==> src/rtl/cclat_pkg.sv <==
// ----------------------------------------------------------------------------
// cclat_pkg
// Shared types, codes and defaults of the cyclic competition lattice step.
// ----------------------------------------------------------------------------
package cclat_pkg;

   localparam int DEF_MAX_ROWS     = 256;
   localparam int DEF_MAX_COLUMNS  = 256;
   localparam int DEF_TALLY_WIDTH  = 16;
   localparam int DEF_RANDOM_WIDTH = 16;

   localparam int CRD_W   = 9;
   localparam int POP_W   = 17;
   localparam int LIM_W   = 17;
   localparam int SHIFT_W = 4;
   localparam int CSR_AW  = 5;

   localparam logic [1:0] SPEC_EMPTY = 2'd3;

   typedef enum logic [1:0] {MODE_REACT, MODE_LOAD, MODE_READ, MODE_CLEAR} mode_type;
   typedef enum logic [1:0] {DIR_UP, DIR_RIGHT, DIR_DOWN, DIR_LEFT} dir_type;
   typedef enum logic [2:0] {
      EV_NONE, EV_SWAP, EV_PRED, EV_BIRTH, EV_SKIP, EV_LOAD, EV_READ, EV_CLEAR
   } event_type;
   typedef enum logic [2:0] {REG_ROWS, REG_COLS, REG_SHIFT, REG_SWAP, REG_PRED} reg_type;

   typedef struct packed {
      logic [CRD_W-1:0]   rows;
      logic [CRD_W-1:0]   cols;
      logic [SHIFT_W-1:0] shift;
      logic [LIM_W-1:0]   swap_limit;
      logic [LIM_W-1:0]   pred_limit;
   } cfg_type;

   typedef struct packed {
      mode_type         mode;
      logic             in_range;
      logic [CRD_W-1:0] x;
      logic [CRD_W-1:0] y;
      logic [CRD_W-1:0] nx;
      logic [CRD_W-1:0] ny;
      logic [CRD_W-1:0] bin_y;
      logic [CRD_W-1:0] bin_ny;
      logic             moved_col;
      logic             below_swap;
      logic             below_pred;
      logic [1:0]       lspec;
      logic [1:0]       qspec;
      logic [7:0]       qbin;
      logic             qvalid;
   } cmd_type;

endpackage

==> src/rtl/cclat_if.sv <==
// ----------------------------------------------------------------------------
// cclat request and response channels
// Valid/ready channels carrying one item or one result per beat.
// ----------------------------------------------------------------------------
interface cclat_req_if;
   logic        valid;
   logic        ready;
   logic [1:0]  mode;
   logic [7:0]  row;
   logic [7:0]  column;
   logic [1:0]  direction;
   logic [15:0] action_random;
   logic [1:0]  load_species;
   logic [1:0]  query_species;
   logic [7:0]  query_bin;
   modport source (output valid, mode, row, column, direction, action_random,
                   load_species, query_species, query_bin, input ready);
   modport sink   (input valid, mode, row, column, direction, action_random,
                   load_species, query_species, query_bin, output ready);
endinterface


==> src/rtl/cclat_front.sv <==
// ----------------------------------------------------------------------------
// cclat_front
// Accept items, find the neighbor, classify the action band, queue the beat.
// ----------------------------------------------------------------------------
module cclat_front import cclat_pkg::*; #(
   parameter int MAX_COLUMNS  = DEF_MAX_COLUMNS,
   parameter int RANDOM_WIDTH = DEF_RANDOM_WIDTH
) (
   input  logic    clock,
   input  logic    reset,
   input  cfg_type cfg,
   input  logic    clear_busy,
   cclat_req_if.sink req_chan,
   output logic    q_valid,
   output cmd_type q_head,
   input  logic    q_pop
);

   localparam int QDEPTH = 2;
   localparam logic [15:0] RMASK =
      (RANDOM_WIDTH >= 16) ? 16'hFFFF : 16'((64'd1 << RANDOM_WIDTH) - 64'd1);

   cmd_type          entry_ff [QDEPTH];
   logic             wr_ptr_ff, wr_ptr_in, rd_ptr_ff, rd_ptr_in;
   logic [1:0]       count_ff, count_in;
   cmd_type          cmd;
   logic [CRD_W-1:0] x, y;
   logic [63:0]      rs, swap_lim, pred_lim;
   logic             push;

   always_comb begin
      x = {1'b0, req_chan.row};
      y = {1'b0, req_chan.column};
      cmd.mode     = mode_type'(req_chan.mode);
      cmd.in_range = (x < cfg.rows) && (y < cfg.cols);
      cmd.x  = x;
      cmd.y  = y;
      cmd.nx = x;
      cmd.ny = y;
      case (dir_type'(req_chan.direction))
         DIR_UP:    cmd.nx = (x == '0) ? cfg.rows - 1'b1 : x - 1'b1;
         DIR_RIGHT: cmd.ny = (y + 1'b1 >= cfg.cols) ? '0 : y + 1'b1;
         DIR_DOWN:  cmd.nx = (x + 1'b1 >= cfg.rows) ? '0 : x + 1'b1;
         default:   cmd.ny = (y == '0) ? cfg.cols - 1'b1 : y - 1'b1;
      endcase
      cmd.bin_y     = cmd.y >> cfg.shift;
      cmd.bin_ny    = cmd.ny >> cfg.shift;
      cmd.moved_col = cmd.ny != cmd.y;
      rs       = {32'd0, req_chan.action_random & RMASK, 16'd0};
      swap_lim = 64'(cfg.swap_limit) << RANDOM_WIDTH;
      pred_lim = 64'(cfg.pred_limit) << RANDOM_WIDTH;
      cmd.below_swap = rs < swap_lim;
      cmd.below_pred = rs < pred_lim;
      cmd.lspec  = req_chan.load_species;
      cmd.qspec  = req_chan.query_species;
      cmd.qbin   = req_chan.query_bin;
      cmd.qvalid = (req_chan.query_species != SPEC_EMPTY) &&
                   (32'(req_chan.query_bin) < MAX_COLUMNS);
   end

   assign req_chan.ready = (count_ff != 2'(QDEPTH)) && !clear_busy;
   assign push    = req_chan.valid && req_chan.ready;
   assign q_valid = count_ff != '0;
   assign q_head  = entry_ff[rd_ptr_ff];

   always_comb begin
      wr_ptr_in = wr_ptr_ff ^ push;
      rd_ptr_in = rd_ptr_ff ^ q_pop;
      count_in  = count_ff + 2'(push) - 2'(q_pop);
   end

   always_ff @(posedge clock) begin
      if (reset) begin
         wr_ptr_ff <= 1'b0;
         rd_ptr_ff <= 1'b0;
         count_ff  <= '0;
      end else begin
         wr_ptr_ff <= wr_ptr_in;
         rd_ptr_ff <= rd_ptr_in;
         count_ff  <= count_in;
      end
      if (push) begin
         entry_ff[wr_ptr_ff] <= cmd;
      end
   end

endmodule

==> src/flat_wrapper.sv <==
// flat-port wrapper written by rule: the top's interface ports become plain ports
module cclat_front_flat import cclat_pkg::*;
#(
   parameter int MAX_COLUMNS  = DEF_MAX_COLUMNS,
   parameter int RANDOM_WIDTH = DEF_RANDOM_WIDTH
)
  (clock, reset, cfg, clear_busy, q_valid, q_head, q_pop, req_chan_valid, req_chan_mode, req_chan_row, req_chan_column, req_chan_direction, req_chan_action_random, req_chan_load_species, req_chan_query_species, req_chan_query_bin, req_chan_ready);
  cclat_req_if req_chan_i ();
  input  logic clock;
  input  logic reset;
  input  cfg_type cfg;
  input  logic clear_busy;
  output logic q_valid;
  output cmd_type q_head;
  input  logic q_pop;
  input wire logic [$bits(req_chan_i.valid)-1:0] req_chan_valid;
  input wire logic [$bits(req_chan_i.mode)-1:0] req_chan_mode;
  input wire logic [$bits(req_chan_i.row)-1:0] req_chan_row;
  input wire logic [$bits(req_chan_i.column)-1:0] req_chan_column;
  input wire logic [$bits(req_chan_i.direction)-1:0] req_chan_direction;
  input wire logic [$bits(req_chan_i.action_random)-1:0] req_chan_action_random;
  input wire logic [$bits(req_chan_i.load_species)-1:0] req_chan_load_species;
  input wire logic [$bits(req_chan_i.query_species)-1:0] req_chan_query_species;
  input wire logic [$bits(req_chan_i.query_bin)-1:0] req_chan_query_bin;
  output wire logic [$bits(req_chan_i.ready)-1:0] req_chan_ready;
  assign req_chan_i.valid = req_chan_valid;
  assign req_chan_i.mode = req_chan_mode;
  assign req_chan_i.row = req_chan_row;
  assign req_chan_i.column = req_chan_column;
  assign req_chan_i.direction = req_chan_direction;
  assign req_chan_i.action_random = req_chan_action_random;
  assign req_chan_i.load_species = req_chan_load_species;
  assign req_chan_i.query_species = req_chan_query_species;
  assign req_chan_i.query_bin = req_chan_query_bin;
  assign req_chan_ready = req_chan_i.ready;
  cclat_front #(.MAX_COLUMNS(MAX_COLUMNS), .RANDOM_WIDTH(RANDOM_WIDTH)) u_core (.clock(clock), .reset(reset), .cfg(cfg), .clear_busy(clear_busy), .req_chan(req_chan_i), .q_valid(q_valid), .q_head(q_head), .q_pop(q_pop));
endmodule
==> config.mk <==
export PLATFORM = sky130hd
export DESIGN_NAME = cclat_front_flat
export DESIGN_NICKNAME = d
export VERILOG_FILES = /design/src/rtl/cclat_pkg.sv /design/src/rtl/cclat_if.sv /design/src/rtl/cclat_front.sv /design/src/flat_wrapper.sv
export SDC_FILE = /design/constraint.sdc
export NUM_CORES = 1
export LEC_CHECK = 0
export BUFFER_PORTS_ARGS = -buffer_cell sky130_fd_sc_hd__buf_2
export CORE_ASPECT_RATIO = 1.25
export CORE_UTILIZATION = 45
export CTS_BUF_LIST = sky130_fd_sc_hd__clkbuf_8
export DETAILED_ROUTE_END_ITERATION = 8
export GPL_TIMING_DRIVEN = 0
export PLACE_DENSITY = 0.75
export SYNTH_ARGS = -nofsm -noshare
export SYNTH_HDL_FRONTEND = slang
export SYNTH_SLANG_ARGS = --single-unit
==> constraint.sdc <==
create_clock -name clock -period 4.2 [get_ports clock]
set_clock_uncertainty 0.05 [all_clocks]
set_input_delay 0.42 -clock clock [delete_from_list [all_inputs] [get_ports clock]]
set_output_delay 0.42 -clock clock [all_outputs]
set_load 0.02 [all_outputs]
Yosys cells after proc, flatten, opt, wreduce, memory -nomap -nowiden
Memory sizes are Yosys's and may differ from the RTL's. A register that Yosys moved wholly into a read port is not among the register bits. Index checks and enable logic that the tools add are counted. Widths: inputs -> output; s select.

Bits in writable memories: 142. Memories kept: 1. Register bits: 4. Input port bits: 109. Logic and storage cells: 45.

Memories: u_core.entry_ff (words 2, bits a word 71, rd ports 1, clocked after memory_dff 1, wr ports 1, RTL line cclat_front.sv:23) `cmd_type entry_ff [QDEPTH];`.

Bitwise operators: 2. Equality and inequality tests: 5. Magnitude comparators: 6. Shift-type cells: 2. Reduce and logical (&&, ||, !) cells: 9. Multiplexer cells: 9. Add/subtract/negate cells: 8.

Operator list (count): $lt 32x33->1 (2); $mux 9 (4); $pmux 9 s2 (2); $add 8x1->9 const B (2); $ge 9x9->1 (2); $lt 8x9->1 (2); $sub 8x1->9 const B (2); $sub 9x1->9 const B (2); $logic_not 8->1 (2); $ne 9x8->1 (1); $shr 8x4->9 (1); $shr 9x4->9 (1); $ne 2x2->1 const B (2); $logic_and 1x1->1 (3); $mux 1 (3); $add 2x1->2 (1); $eq 2x1->1 const B (1); $eq 2x2->1 const B (1); $logic_not 2->1 (1); $reduce_bool 2->1 (1); $reduce_or 2->1 (1); $sub 2x1->2 (1); $xor 1x1->1 (2); $logic_not 1->1 (1).

Depth between registers and ports, before layout
Gate-level depths: netlist of run 1.

Depth in word-level cells: 5. Mapped depth: 16. Depth with buffers taken out: 15.

Worst setup path before layout of run 1
Ideal clock, no wire load.

Path kind: input -> register. Start: in req_chan_column[0]. End: mem u_core.entry_ff[0][15] in the netlist's numbering (data pin). Stages on the path: 16. Path slack: -156 ps. Arrival time: 4029 ps. Library setup time: 277 ps. Path through: clkbuf_1 inv_1 ha_1 or4b_4 nor2_1 nor2_1 a21oi_1 ha_1 or4b_1 or4_1 a32oi_1 nor3_1 a31oi_1 o21ai_0 a211oi_1 nand4_1.

RTL lines: start, declared (RTL line flat_wrapper.sv:19) `input wire logic [$bits(req_chan_i.column)-1:0] req_chan_column;`; end, declared (RTL line cclat_front.sv:23).

==> results of run 1 <==
registers in the layout, summed over array words and instances, names as in the netlist:
| signal | count |
|---|---|
| u_core.wr_ptr_ff | 1 |
| u_core.rd_ptr_ff | 1 |
| u_core.count_ff | 2 |
| u_core.entry_ff | 140 |
placed cells by master (no fill, tap or decap), types with 13 or more instances in the layout:
| cell | count |
|---|---|
| ha_1 | 70 |
| o21ai_0 | 33 |
| a21o_1 | 14 |
| inv_1 | 66 |
| edfxtp_1 | 140 |
| nor2_1 | 46 |
| a211oi_1 | 14 |
| nand3_1 | 16 |
| mux2_2 | 72 |
| buf_2 | 180 |
| clkbuf_1 | 32 |
| a21oi_1 | 29 |
| nand2_1 | 39 |
| clkbuf_8 | 17 |
| o21a_1 | 13 |
| mux2i_1 | 13 |
power by group:
group          internal [mW]  total (mW)  switching (mW)
clock                  0.778        1.33           0.552
combinational          0.339       0.849           0.510
sequential              1.68        1.70          0.0194
stage by stage:
stage	cell area, sq um	util, %
after floorplan	8950	-
after global placement	10200	52.2
after detailed placement	10300	52.7
after CTS	10800	55.3
after global routing	10800	55.5
final	10800	55.5
cells by family (layout without fill, tap and decap cells):
family / Yosys count / after routing
and+or+nand+nor: 180 / 180
AOI/OAI and AO/OA: 160 / 160
DFF: 144 / 144
buffers and inverters: 109 / 323
muxes: 91 / 91
adders and majority gates: 74 / 74
xor gates and xnor gates: 20 / 20
other: 1 / 6
layout make-up:
| cell class | instances | area (sq um) | area share (%) |
|---|---|---|---|
| diodes | 3 | 7.51 | 0.0695 |
| plain buffers | 39 | 169 | 1.56 |
| clock buffers | 17 | 234 | 2.17 |
| clock inverters | 15 | 258 | 2.39 |
| inverters | 69 | 259 | 2.40 |
| multi-input cells | 528 | 4290 | 39.7 |
| flip-flops and latches | 144 | 4280 | 39.7 |
| well taps | 265 | 332 | 3.07 |
| repair buffers | 183 | 968 | 8.96 |
layer usage:
metal	routed length (microns)	track usage, %	vias up
li1	-	-	3328
met1	8470	24.2	3321
met2	10600	36.9	260
met3	1480	5.65	54
met4	757	12.1	2
met5	10	0	-
worst max-delay path, cell delays in order:
cell	delay [ns]
buf_2	0.19
inv_2	0.13
ha_2	0.22
or4b_4	0.54
nor2_4	0.14
nor2_1	0.05
a21oi_1	0.12
ha_2	0.23
or4b_1	0.51
or4_1	0.42
a32oi_1	0.22
nor3_1	0.10
a31oi_4	0.25
o21ai_0	0.13
a211oi_1	0.24
nand4_1	0.17
final timing paths:
path	from	to
worst max-delay path	req_chan_column[1]	u_core.entry_ff[1][15]
worst min register to register	u_core.wr_ptr_ff	u_core.wr_ptr_ff
worst min-delay path	req_chan_query_bin[2]	u_core.entry_ff[0][3]
worst max register to register	u_core.count_ff[0]	u_core.entry_ff[0][42]
repair_timing:
item | CTS | global route
hold endpoints to repair | 0 | 0
buffers inserted | 2 | 1
endpoints found under the setup margin | 18 | 12
pin swaps | 0 | 1
gates resized for setup | 3 | 6
cloned | 0 | 0
==> summary.md, run 1 <==
| Metric | Value |
|---|---|
| Area growth from synthesis to layout | `20.9%` |
| Startpoint types | `primary input` |
| Power Total | `3.88 mW` |
| Final worst slack | `0.212 ns` |
| HPWL after DPL | `16.2 mm` |
| RePlAce Congestion | `0.939` |
| Max Clock Freq | `0.251 GHz` |
| Fraction of layout cells with a size suffix above 1 | `32.5%` |
| Pwr dens | `359 nW/um^2` |
| Final non-filler cell total | `1263` |
| Clock Latency Late Sink | `0.46 ns` |
| # setup viols final | `0` |
| Die height | `160 microns` |
| Post-synthesis cell type count | `74` |
| Actual slew at the worst max-slew pin | `0.848 ns` |
| Synth Cell Area | `8930 sq um` |
| Final hold slack | `0.0999 ns` |
| First-pass GRT wire length | `34.0 mm` |
| Synth top area cells | `edfxtp_1 47%, ha_1 10%, mux2_2 9.1%, inv_1 2.8%, nor2_1 2.0%` |
| Top-count cell post-synth | `edfxtp_1` |
| Hold path cells | `1` |
| Gr usage total | `21.6%` |
| Routed via count | `6965` |
| DRC | `0` |
| TritonCTS clock tree | `yes` |
| Avg Cell Area, Syn | `11.5 sq um` |
| Clock sinks | `144` |
| Peak VDD IR | `0.235 mV` |
| Core Footprint | `19500 sq um` |
| DR iter-0 viols | `394` |
| Grt ovf | `0` |
| Pleak | `4.39 nW` |
| Setup TNS | `0 ns` |
| CTS Hold Bufs | `0` |
| Critical path type | `primary input to register` |
| Clock transition at path regs | `0.08 ns` |
| Most frequent cells after synthesis | `140 x edfxtp_1, 74 x ha_1, 72 x mux2_2` |
| Antenna-violating nets left | `0` |
| Initial Util | `45.9%` |
| Async S/R FF share, synth | `0%` |
| Min Tclk post-route | `3.99 ns` |
| Root Driver | `clkbuf_8` |
| Placed Cells | `1226` |
| Final worst-path cycle share | `94.9%` |
| Leading area contributor after synthesis | `edfxtp_1` |
| Io pins | `184` |
| Die area | `20400 sq um` |
| Post-synth EDFFs | `140` |
| DR vias/cell | `5.51` |
| Outcome | `completed` |
| Setup crit end kind | `register` |
| Fillers | `1720` |
| Yosys warnings | `0` |
| First-pass DRT Iterations | `6` |
| Reg2reg setup slack | `2.20 ns` |
| Vias in the first global route | `6904` |
| Xor and xnor fraction of the mapped netlist area | `1.96%` |
| Average wire per standard cell | `16.9 microns` |
| Final hold violation count | `0` |
| FP Rows | `57` |
| Die width | `128 microns` |
| Max FO, Critical Path | `11` |
| Pins over their slew limit | `0` |
| Slew headroom | `43.1%` |
| Nets | `1165` |
| Largest family of logic cells by synthesized area | `compound AO/OA/AOI/OAI gates` |
| Total routed wirelength | `21.3 mm` |
| PortBufs | `178` |
| Post-Synth Simple-Gate Area | `10.7%` |
| Type of the most critical hold path | `primary input to register` |
| Post-synthesis compound-gate area fraction | `12.1%` |
| Adder-cell share of the synthesized area | `10.4%` |
| Arrival time at the worst endpoint | `4.10 ns` |
| Pre-CTS setup slack | `-0.905 ns` |
| Ys flop type | `edfxtp_1` |
| Cells after Synth | `779` |
| R2R cell count | `5` |
| Largest net degree at the start of global routing | `48` |
| Yosys reg bits | `144` |
| Max Cap Viol | `0` |
| Antenna violations before repair | `6` |
| Num CTS Buffers | `17` |
| H-Tree Depth | `4` |
| CTS max path bufs | `2` |
| CP Data Required Time | `4.32 ns` |
| Post-synth top area share | `47.1%` |
| Post-synthesis sequential area ratio | `48.0%` |
| Mux contribution to synthesized area | `12.0%` |
| Unrepaired setup endpoints after global routing | `no` |
Power figures use the tool's default switching activity.
==> run 2, diff against run 1 <==
Clock period 4.2 ns to 3.4 ns, I/O delays scaled along.
==> summary.md, run 2 (synthesized netlist as in run 1, its figures left out) <==
| Metric | Value |
|---|---|
| CTS max path bufs | `2 (unchanged)` |
| Biggest register | `u_core.entry_ff` |
| Max Clock Freq | `0.279 GHz` |
| Sequential Power Share | `47.9% (+4.1 points)` |
| Switching Share | `31.0% (+3.1 points)` |
| Slew headroom | `42.5% (-0.63 points)` |
| Grt ovf | `0 (unchanged)` |
| Clock transition at path regs | `0.09 ns (about the same)` |
| Type of the most critical hold path | `primary input to register` |
| Worst path most repeated cell | `or4b_4` |
| Int Pwr | `3.03 mW (+8.3%)` |
| CP Buf/Inv Count | `4 (+2)` |
| Cell area after placement | `10300 sq um (+0.56%)` |
| Highest-count cells in the layout ignoring fill and taps | `178 x buf_2, 140 x edfxtp_1, 72 x mux2_2` |
| Num CTS Buffers | `17 (unchanged)` |
| Largest net degree at the start of global routing | `60 (+25%)` |
| Max Cap Viol | `0 (unchanged)` |
| Critical path type | `primary input to register` |
| DR vias/cell | `5.45 (-1.2%)` |
| Vias in the first global route | `7215 (+4.5%)` |
| CP peak stage delay | `0.50 ns (-0.04 ns)` |
| Delay-heaviest family, CP | `simple AND/OR/NAND/NOR gates` |
| HPWL after DPL | `16.6 mm (+2.6%)` |
| CP max stage cell | `or4b_4` |
| DRC | `0 (unchanged)` |
| Final hold slack | `0.0283 ns (-0.0716 ns)` |
| Antenna-violating nets left | `0 (unchanged)` |
| Actual slew at the worst max-slew pin | `0.857 ns (+0.00940 ns)` |
| Io pins | `184 (unchanged)` |
| Registers with the most flip-flops | `u_core.entry_ff (140), u_core.count_ff (2)` |
| Met1 usage | `25.6% (+1.5 points)` |
| Pins over their slew limit | `0 (unchanged)` |
| Peak VDD IR | `0.253 mV (+7.6%)` |
| Sw power | `1.36 mW (+26%)` |
| Design area | `11000 sq um (+2.0%)` |
| Die height | `160 microns (unchanged)` |
| CP cell instances | `buf_8 -> clkbuf_16 -> clkinv_8 -> ha_4 -> or4b_4 -> nor2_4 -> nor2_1 -> a21oi_1 -> ha_2 -> or4b_4 -> or4_4 -> a32oi_2 -> nor3_2 -> a31oi_4 -> buf_6 -> nor3b_2 -> o21ai_1 -> o211ai_1` |
| Sequential cell area | `4280 sq um (unchanged)` |
| CP Data Required Time | `3.52 ns (-0.80 ns)` |
| Logic pwr share | `25.3% (+3.4 points)` |
| Failing checks | `negative setup slack` |
| H-Tree Depth | `4 (unchanged)` |
| Final worst-path cycle share | `105%` |
| Outcome | `finished with violations` |
| First-pass GRT wire length | `35.8 mm (+5.2%)` |
| Gr busiest metal | `met2` |
| Antenna violations before repair | `2 (-4)` |
| Area growth from synthesis to layout | `23.4%` |
| Arrival time at the worst endpoint | `3.71 ns (-0.39 ns)` |
| # setup viols final | `18 (+18)` |
| Nets | `1190 (+2.1%)` |
| Gr usage total | `22.8% (+1.2 points)` |
| Clock Latency Late Sink | `0.46 ns (about the same)` |
| Max FO, Critical Path | `4 (-7)` |
| Final hold violation count | `0 (unchanged)` |
| Root Driver | `clkbuf_8` |
| Pwr dens | `398 nW/um^2 (+11%)` |
| Die width | `128 microns (unchanged)` |
| Startpoint types | `primary input` |
| RePlAce Congestion | `0.930 (-0.97%)` |
| Pleak | `4.48 nW (+2.1%)` |
| Grt met2 use | `40.3% (+3.4 points)` |
| Grt met3 use | `4.81% (-0.84 points)` |
| Area occupied by multi-input gates | `4400 sq um (+2.4%)` |
| PortBufs | `178 (unchanged)` |
| TritonCTS clock tree | `yes` |
| Die area | `20400 sq um (unchanged)` |
| Routed via count | `7008 (+0.62%)` |
| Unrepaired setup endpoints after global routing | `yes` |
| Final worst slack | `-0.186 ns (-0.398 ns)` |
| Total routed wirelength | `22.4 mm (+5.3%)` |
| Initial Util | `45.9% (unchanged)` |
| Min Tclk post-route | `3.59 ns` |
| Core Footprint | `19500 sq um (unchanged)` |
| Average wire per standard cell | `17.4 microns (+3.4%)` |
| First-pass DRT Iterations | `7 (+1)` |
| DR iter-0 viols | `459 (+16%)` |
| Fillers | `1687 (-1.9%)` |
| FP Rows | `57 (unchanged)` |
| Setup crit end kind | `register` |
| Clock sinks | `144 (unchanged)` |
| Max FFs per register | `140 (unchanged)` |
| Commonest non-fill, non-tap cell in the layout | `buf_2` |
| Clk pwr share | `26.7% (-7.6 points)` |
| Fraction of layout cells with a size suffix above 1 | `35.1% (+2.6 points)` |
-- run 2: layout make-up --
type / instances / area share (%)
Antenna cell: 1 / 0.0227
Tap cell: 265 / 3.01
Buffer: 39 / 1.80
Sequential cell: 144 / 38.9
Timing Repair Buffer: 208 / 10.9
Inverter: 69 / 2.49
Multi-Input combinational cell: 528 / 39.9
Clock inverter: 15 / 0.931
Clock buffer: 17 / 2.12
-- run 2: worst paths after layout --
kind	slack [ns]	start	depth (start not counted)	end
setup / recovery	-0.19	req_chan_column[0]	18	u_core.entry_ff[1][16]
hold reg to reg	0.61	u_core.wr_ptr_ff	3	u_core.wr_ptr_ff
hold / removal	0.03	req_chan_query_species[0]	1	u_core.entry_ff[0][9]
setup reg to reg	1.47	u_core.count_ff[0]	5	u_core.entry_ff[0][37]
-- run 2: routing by layer --
layer | wire length, microns | vias to the layer above | share of wire (%)
met5 | 8 | - | 0.036
met4 | 811 | 2 | 3.6
li1 | - | 3366 | -
met2 | 11600 | 225 | 51
met3 | 1290 | 61 | 5.7
met1 | 8780 | 3354 | 39
-- run 2: power groups by stage --
stage	Sequential, mW	Clock (mW)	Combinational (mW)
detailed placement	2.15	0	1.07
finish	2.10	1.17	1.11
floorplan	2.14	0	0.693
global route	2.11	1.27	1.21
CTS	2.11	1.21	1.11
global placement	2.15	0	1.03
-- run 2: timing repair --
| item | CTS | global route |
|---|---|---|
| setup endpoints to repair | 22 | 30 |
| buffers inserted | 15 | 2 |
| gates resized for setup | 20 | 21 |
| hold endpoints to repair | 22 | 0 |
| hold buffers | 11 | 0 |
| pin swaps | 6 | 6 |
-- run 2: per-stage QoR --
stage	TNS (ns)	util [%]	power, mW	setup slack, ns	std cells
final	-2.56	56.6	4.39	-0.186	1286
after global routing	-4.00	56.6	4.59	-0.284	1286
after CTS	-1.61	56.2	4.42	-0.165	1283
after detailed placement	-27.02	53.0	3.21	-1.15	1226
after global placement	-99.15	52.5	3.18	-1.15	1224
after floorplan	-5.58	-	2.84	-0.407	781
==> run 3, diff against run 2 <==
Settings changed: PLACE_DENSITY 0.75 to 0.74.
==> summary.md, run 3 (synthesized netlist as in run 1, its figures left out) <==
| Metric | Value |
|---|---|
| Slew headroom | `47.6% (+5.1 points)` |
| Total routed wirelength | `22.9 mm (+2.2%)` |
| Commonest non-fill, non-tap cell in the layout | `buf_2` |
| Critical path type | `primary input to register` |
| Reg-to-reg startpoint | `u_core.count_ff[0]` |
| Initial Util | `45.9% (unchanged)` |
| Antenna violations before repair | `1 (-1)` |
| Max FFs per register | `140 (unchanged)` |
| Startpoint types | `primary input` |
| Fraction of layout cells with a size suffix above 1 | `35.7% (+0.57 points)` |
| Clock sinks | `144 (unchanged)` |
| TritonCTS clock tree | `yes` |
| Antenna-violating nets left | `0 (unchanged)` |
| Unrepaired setup endpoints after global routing | `yes` |
| DRC | `0 (unchanged)` |
| Pleak | `4.53 nW (+1.1%)` |
| # setup viols final | `16 (-2)` |
| Final worst slack | `-0.180 ns (+0.00601 ns)` |
| HP Start | `req_chan_query_species[1]` |
| Max Cap Viol | `0 (unchanged)` |
| Grt ovf | `0 (unchanged)` |
| Grt met3 use | `5.11% (+0.30 points)` |
| Area growth from synthesis to layout | `24.5%` |
| Failing checks | `negative setup slack` |
| Root Driver | `clkbuf_8` |
| Gr busiest metal | `met2` |
| Final worst-path cycle share | `105% (-0.18 points)` |
| Nets | `1196 (+0.50%)` |
| Placed Cells | `1226 (unchanged)` |
| Final hold violation count | `0 (unchanged)` |
| Routed via count | `7130 (+1.7%)` |
| CTS max path bufs | `2 (unchanged)` |
| RePlAce Congestion | `0.944 (+1.5%)` |
| Arrival time at the worst endpoint | `3.70 ns (about the same)` |
| R2R cell count | `5 (unchanged)` |
| Die width | `128 microns (unchanged)` |
| Final non-filler cell total | `1292 (+0.47%)` |
| Num CTS Buffers | `17 (unchanged)` |
| FP Rows | `57 (unchanged)` |
| Actual slew at the worst max-slew pin | `0.781 ns (-0.0762 ns)` |
| Largest net degree at the start of global routing | `64 (+6.7%)` |
| Highest-count cells in the layout ignoring fill and taps | `178 x buf_2, 140 x edfxtp_1, 72 x mux2_2` |
| DR iter-0 viols | `383 (-17%)` |
| Core Footprint | `19500 sq um (unchanged)` |
| Gr usage total | `23.3% (+0.48 points)` |
| Max FO, Critical Path | `11 (+7)` |
| Die height | `160 microns (unchanged)` |
| CP Data Required Time | `3.52 ns (about the same)` |
| Clock Latency Late Sink | `0.46 ns (about the same)` |
| Pins over their slew limit | `0 (unchanged)` |
| Average wire per standard cell | `17.7 microns (+1.7%)` |
| R2R Path End | `u_core.entry_ff[1][54]` |
| Outcome | `finished with violations` |
| First-pass GRT wire length | `36.3 mm (+1.6%)` |
| Min Tclk post-route | `3.58 ns (-0.00601 ns)` |
| Met1 usage | `25.8% (+0.18 points)` |
| Io pins | `184 (unchanged)` |
| Clock transition at path regs | `0.09 ns (about the same)` |
| PortBufs | `178 (unchanged)` |
| Biggest register | `u_core.entry_ff` |
| Reg2reg setup slack | `1.52 ns (+0.05 ns)` |
| Peak VDD IR | `0.220 mV (-13%)` |
| First-pass DRT Iterations | `5 (-2)` |
| Max Clock Freq | `0.279 GHz (+0.17%)` |
| Setup TNS | `-1.76 ns (+0.808 ns)` |
| H-Tree Depth | `4 (unchanged)` |
| Pwr dens | `402 nW/um^2 (+0.80%)` |
| Hold Path End | `u_core.entry_ff[1][10]` |
| Type of the most critical hold path | `primary input to register` |
| DR vias/cell | `5.52 (+1.3%)` |
| HPWL after DPL | `16.6 mm (about the same)` |
| Die area | `20400 sq um (unchanged)` |
| Power Total | `4.47 mW (+1.7%)` |
| Grt met2 use | `41.0% (+0.72 points)` |
| Registers with the most flip-flops | `u_core.entry_ff (140), u_core.count_ff (2)` |
| Hold path cells | `1 (unchanged)` |
| Vias in the first global route | `7299 (+1.2%)` |
| Setup crit end kind | `register` |
[run 3: power by group]
part	switching, mW	leakage [nW]	internal (mW)
clock	0.709	0.184	0.535
combinational	0.664	3.04	0.454
sequential	0.0259	1.31	2.08
[run 3: layout make-up]
cell class,instances,area [sq um]
fill,1629,8350
multi-input combinational,528,4410
sequential,144,4280
timing repair buffer,214,1260
tap,265,332
inverter,69,277
clock buffer,18,248
buffer,39,199
clock inverter,14,110
antenna,1,2.50
[run 3: worst max-delay path by stage]
stage	start	endpoint	slack (ns)	cells after the start
2_1_floorplan	req_chan_column[0]	u_core.entry_ff[0][18]	-0.41	16
3_3_place_gp	req_chan_column[1]	u_core.entry_ff[0][18]	-1.08	16
3_5_place_dp	req_chan_column[1]	u_core.entry_ff[0][15]	-1.12	16
4_1_cts	req_chan_column[0]	u_core.entry_ff[0][16]	-0.15	19
5_1_grt	req_chan_column[1]	u_core.entry_ff[0][16]	-0.28	18
6_report	req_chan_column[1]	u_core.entry_ff[0][16]	-0.18	18
[run 3: routing by layer]
layer	share of wire, %	vias up
li1	-	3381
met5	0	-
met2	52	258
met4	4.0	0
met3	5.6	69
met1	38	3422
[run 3: critical path, stage by stage]
cell and delay (ns):
buf_4 0.18, inv_6 0.09, ha_4 0.13, or4b_4 0.48, nor2_4 0.12, nor2_1 0.06
a21oi_1 0.14, ha_2 0.22, or4b_4 0.49, or4_4 0.43, a32oi_2 0.20, nor3_2 0.06
a31oi_2 0.16, buf_6 0.16, buf_6 0.10, nor3b_2 0.03, o21ai_1 0.14, o211ai_1 0.15
[run 3: stage by stage]
step                      instance area (sq um)  hold slack (ns)  worst slack (ns)  utilization, %
after global routing                      11100           0.0145            -0.281            57.1
final                                     11100           0.0300            -0.180            57.1
after global placement                    10200            0.478             -1.08            52.5
after floorplan                            9010            0.357            -0.407               -
after CTS                                 11000          0.00166            -0.150            56.6
after detailed placement                  10300            0.482             -1.12            53.0
[run 3: what timing repair did]
item                                   4_1_cts  5_1_grt
endpoints found under the hold margin       26        0
setup endpoints to repair                   22       30
gates resized for setup                     26       18
pin swaps                                   12       14
hold buffers                                13        0
cloned                                       0        0
setup buffers                               17        4
